==> src/rtl/iplpm_pkg.sv <==
package iplpm_pkg;

   localparam int TABLE_DEPTH = 64;
   localparam int NUM_W = $clog2(TABLE_DEPTH + 1);
   localparam int ADDR_W = 32;
   localparam int LEN_W = 6;
   localparam logic [LEN_W-1:0] MAX_LEN = LEN_W'(ADDR_W);

   localparam logic MODE_LOAD = 1'b0;
   localparam logic MODE_LOOKUP = 1'b1;

   typedef struct packed {
      logic              valid;
      logic [ADDR_W-1:0] address;
      logic [LEN_W-1:0]  prefix_len;
      logic [NUM_W-1:0]  count;
      logic              found;
      logic [NUM_W-1:0]  entry_number;
      logic [LEN_W-1:0]  matched_len;
   } query_type;

   typedef struct packed {
      logic              enable;
      logic [NUM_W-1:0]  slot;
      logic [ADDR_W-1:0] address;
      logic [LEN_W-1:0]  prefix_len;
   } write_type;

   function automatic logic [ADDR_W-1:0] prefix_mask(input logic [LEN_W-1:0] len);
      logic [LEN_W-1:0] shift;
      shift = MAX_LEN - len;
      if (len == '0) begin
         return '0;
      end
      return {ADDR_W{1'b1}} << shift;
   endfunction

endpackage

==> src/rtl/iplpm_cell.sv <==
module iplpm_cell (
   input  logic                          clock,
   input  logic                          reset,
   input  logic [iplpm_pkg::NUM_W-1:0]   cell_index,
   input  iplpm_pkg::write_type          wr,
   input  iplpm_pkg::query_type          q_prev,
   output iplpm_pkg::query_type          q_out
);

   logic [iplpm_pkg::ADDR_W-1:0] route_address_ff;
   logic [iplpm_pkg::LEN_W-1:0]  route_length_ff;
   iplpm_pkg::query_type         stage_ff;
   iplpm_pkg::query_type         stage_in;
   logic                         match;

   always_comb begin
      match = (cell_index < q_prev.count)
            && (route_length_ff <= q_prev.prefix_len)
            && (((route_address_ff ^ q_prev.address)
                 & iplpm_pkg::prefix_mask(route_length_ff)) == '0);
      stage_in = q_prev;
      if (match && (!q_prev.found || route_length_ff > q_prev.matched_len)) begin
         stage_in.found = 1'b1;
         stage_in.entry_number = cell_index + iplpm_pkg::NUM_W'(1);
         stage_in.matched_len = route_length_ff;
      end
   end

   always_ff @(posedge clock) begin
      if (wr.enable && wr.slot == cell_index) begin
         route_address_ff <= wr.address;
         route_length_ff <= wr.prefix_len;
      end
   end

   always_ff @(posedge clock) begin
      if (reset) begin
         stage_ff <= '0;
      end else begin
         stage_ff <= stage_in;
      end
   end

   assign q_out = stage_ff;

endmodule

==> config.mk <==
export PLATFORM = sky130hd
export DESIGN_NAME = iplpm_cell
export DESIGN_NICKNAME = d
export VERILOG_FILES = /design/src/rtl/iplpm_pkg.sv /design/src/rtl/iplpm_cell.sv
export SDC_FILE = /design/constraint.sdc
export NUM_CORES = 1
export LEC_CHECK = 0
export BUFFER_PORTS_ARGS = -buffer_cell sky130_fd_sc_hd__buf_2
export CAP_MARGIN = 20
export CORE_MARGIN = 2
export CORE_UTILIZATION = 25
export CTS_CLUSTER_SIZE = 10
export DETAILED_ROUTE_END_ITERATION = 10
export HOLD_SLACK_MARGIN = 0.05
export PLACE_DENSITY_LB_ADDON = 0.25
export SYNTH_ARGS = -nofsm -noshare
export SYNTH_HDL_FRONTEND = slang
export SYNTH_SLANG_ARGS = --single-unit
==> constraint.sdc <==
create_clock -name clock -period 2.7 [get_ports clock]
set_input_delay 0.27 -clock clock [delete_from_list [all_inputs] [get_ports clock]]
set_output_delay 0.27 -clock clock [all_outputs]
set_load 0.01 [all_outputs]
==> results.txt <==
CP Max Fanout = 7
Final Hold Fails = 0
Boundary Pins = 175
P_int = 2.67 mW
Largest net degree at the start of global routing = 48
Synth Area in Simple Gates = 13.7%
Synth Flop Type = dfxtp_1
Clock root cell = clkbuf_16
Part of the power in registers = 46.6%
Hold-fix buffers, CTS = 0
Final Skew = 0.00894 ns
# rows = 48
Placed inst area = 0.00551 mm²
Adder-cell share of the synthesized area = 6.65%
Worst-Skew Late Latency = 0.35 ns
First-pass GRT wire length = 18.1 mm
TritonCTS Sinks = 98
Leak Pwr = 2.62 nW
Remaining antenna violation count = 0
Largest family of logic cells by synthesized area = simple AND/OR/NAND/NOR gates
Post-synthesis area per instance = 11.0 µm²
First drt pass iteration count = 4
Final RePlAce weighted congestion = 0.855
Run status = finished clean
Dominant cell type by area after synthesis = dfxtp_1
Die Wd = 136 µm
XOR/XNOR Fraction of Synth Area = 9.89%
Layout cells sized above 1 = 40.0%
CTS tree = built
Total GRT Usage = 13.2%
Sequential share of the synthesized area = 54.2%
Detailed-route DRC error count = 0
Initial Utilization = 25.3%
I/O Buffers = 174
PD cells = 569 mW/mm²
Hold Path Class = in2reg
Critical path arrival = 2.83 ns
Post-route cell area = 0.00606 mm²
Max Clock Freq = 387 MHz
CP endpoint kind = register
Final Max Slew Viols = 0
Syn Nets = 532
Combinational Power Share = 11.6%
Mux cell area share after synthesis = 0%
Synth Area in Compound Gates = 12.1%
Switch share = 22.5%
Area contributors post-synth = dfxtp_1 (28%), edfxtp_1 (26%), xnor2_1 (7.5%), ha_1 (6.7%), nor2b_1 (5.4%)
#FFs+latches synth = 98
Post-Route WL = 12.4 mm
P_sw = 0.775 mW
Cell with the most instances after synthesis = dfxtp_1
Async SR Flop Fraction = 0%
Area grow syn2layout = 40.2%
CTS H-tree depth = 3
DR vias/cell = 4.39
Post-synth EDFFs = 38
Nets = 726
Rel. slew slack = 37.3%
Post-layout minimum cycle time = 2.58 ns
Clock power share = 41.8%
CP Class = reg2reg
Ant diodes = 0
DR vias = 3583
DR iter-0 viols = 138
Count of cell types in the netlist = 48
Clock tree buffer depth = 2
Synth Instances = 394
Cts bufs inserted = 9
Final Util = 35.4%
Measured slew at the worst slew-check pin = 0.941 ns
Final setup fails = 0
DR WL/cell = 15.2 µm
Fillcell total = 1762
Nature of the critical path startpoint = register
RSZ-0062 raised after global routing = true
GR Overflow Total = 0
Warnings, synthesis = 0
Half-perimeter wire length after placement = 9.60 mm
Clock Pin Slew Worst Setup and Hold Paths = 0.07 ns
Max Cap Viol = 0
Die height = 136 µm
Initial antenna violation count = 0
Vias in the first global route = 3557
Final cycle utilization of the critical path = 95.7%
Die area = 0.0184 mm²
Max VDD drop = 0.000276 V
Synth top cells by count = dfxtp_1 (60), edfxtp_1 (38), nor2b_1 (37), xnor2_1 (37), o21ai_0 (25)
Placeable Area = 0.0171 mm²
Post-synth top area share = 27.8%
Mapped cell area = 0.00433 mm²
Critical path required time = 2.95 ns
[power groups by stage]
stage          logic (mW)  registers, mW  clock network (mW)
2_1_floorplan       0.158           1.67                   0
3_3_place_gp        0.383           1.64                   0
3_5_place_dp        0.393           1.64                   0
4_1_cts             0.395           1.61                1.50
5_1_grt             0.446           1.61                1.55
6_report            0.400           1.61                1.44
[state kept, by name, summed over array words and instances (netlist names)]
register / flops
route_length_ff: 6
route_address_ff: 32
q_out: 60
[area by class of cell]
cell class / instances / area [µm²] / share of cell area, %
multi-input combinational: 263 / 1990 / 32.7
sequential: 98 / 2340 / 38.6
tap: 225 / 282 / 4.64
timing repair buffer: 194 / 1040 / 17.2
clock inverter: 6 / 106 / 1.75
inverter: 22 / 82.6 / 1.36
clock buffer: 9 / 225 / 3.71
[logic make-up after synthesis]
group           after synthesis
buf+inv                      35
fa+ha+maj                    23
compound gates               83
simple gates                107
flops                        98
xor+xnor                     48
[final timing paths]
| check | slack (ns) | endpoint | startpoint | depth (start not counted) |
|---|---|---|---|---|
| hold reg to reg | 0.68 | q_out[5]$_SDFF_PP0_ | route_length_ff[5]$_DFFE_PP_ | 2 |
| setup / recovery | 0.12 | q_out[11]$_SDFF_PP0_ | route_length_ff[1]$_DFFE_PP_ | 12 |
| setup reg to reg | 0.12 | q_out[11]$_SDFF_PP0_ | route_length_ff[1]$_DFFE_PP_ | 12 |
| hold / removal | 0.1 | route_address_ff[9]$_DFFE_PP_ | wr[15] | 1 |
[routing by layer]
metal | GRT usage [%] | up-vias | wire length (µm) | share of wire, %
met5 | 0 | - | 0 | 0
met4 | 4.86 | 0 | 261 | 2.1
met3 | 4.04 | 20 | 847 | 6.8
met2 | 21.8 | 127 | 5870 | 47
met1 | 16.2 | 1661 | 5400 | 44
li1 | - | 1775 | - | -
[worst max-delay path, stage by stage, from the launching register on]
cell and delay [ns]:
edfxtp_1 0.38, inv_1 0.12, ha_4 0.19, buf_4 0.15
nand3b_1 0.08, a211o_1 0.30, a21boi_2 0.15, o2111ai_2 0.15
nor4_4 0.36, buf_4 0.19, a21o_4 0.16, a21oi_1 0.07
a211oi_1 0.20
[metrics by stage]
step | worst slack, ns | TNS, ns | std cells | hold slack (ns) | total power, mW
floorplan | 0.0974 | 0 | 394 | 0.369 | 1.82
global placement | 0.0365 | 0 | 791 | 0.449 | 2.02
detailed placement | -0.0955 | -0.343 | 791 | 0.448 | 2.03
CTS | 0.00344 | 0 | 806 | 0.0777 | 3.50
global route | -0.0401 | -0.280 | 817 | 0.0775 | 3.61
finish | 0.117 | 0 | 817 | 0.0960 | 3.45
[cells in the final DEF, fill, tap and decap left out, drive strengths merged, types with 2 or more instances in the layout]
| master | n |
|---|---|
| a221oi | 2 |
| nor3b | 2 |
| o21a | 3 |
| buf | 194 |
| a21o | 6 |
| nor3 | 5 |
| nor2 | 22 |
| clkinv | 2 |
| edfxtp | 38 |
| ha | 23 |
| o21ai | 27 |
| nor2b | 37 |
| nand2b | 4 |
| xnor2 | 38 |
| and3 | 2 |
| a2111oi | 2 |
| clkbuf | 9 |
| dfxtp | 60 |
| xor2 | 10 |
| nand2 | 10 |
| nand3 | 16 |
| a21oi | 23 |
| bufinv | 3 |
| a22oi | 2 |
| nand4 | 4 |
| nand3b | 2 |
| a211oi | 7 |
| inv | 22 |
| a31oi | 4 |
[repair_timing]
| action | in CTS | in global routing |
|---|---|---|
| resized for setup | 5 | 32 |
| pin swaps | 1 | 13 |
| cloned | 0 | 3 |
| buffers inserted | 0 | 8 |
| endpoints found under the setup margin | 10 | 13 |
| hold endpoints to repair | 0 | 0 |
Note: power is estimated with default switching activity, not from simulation.
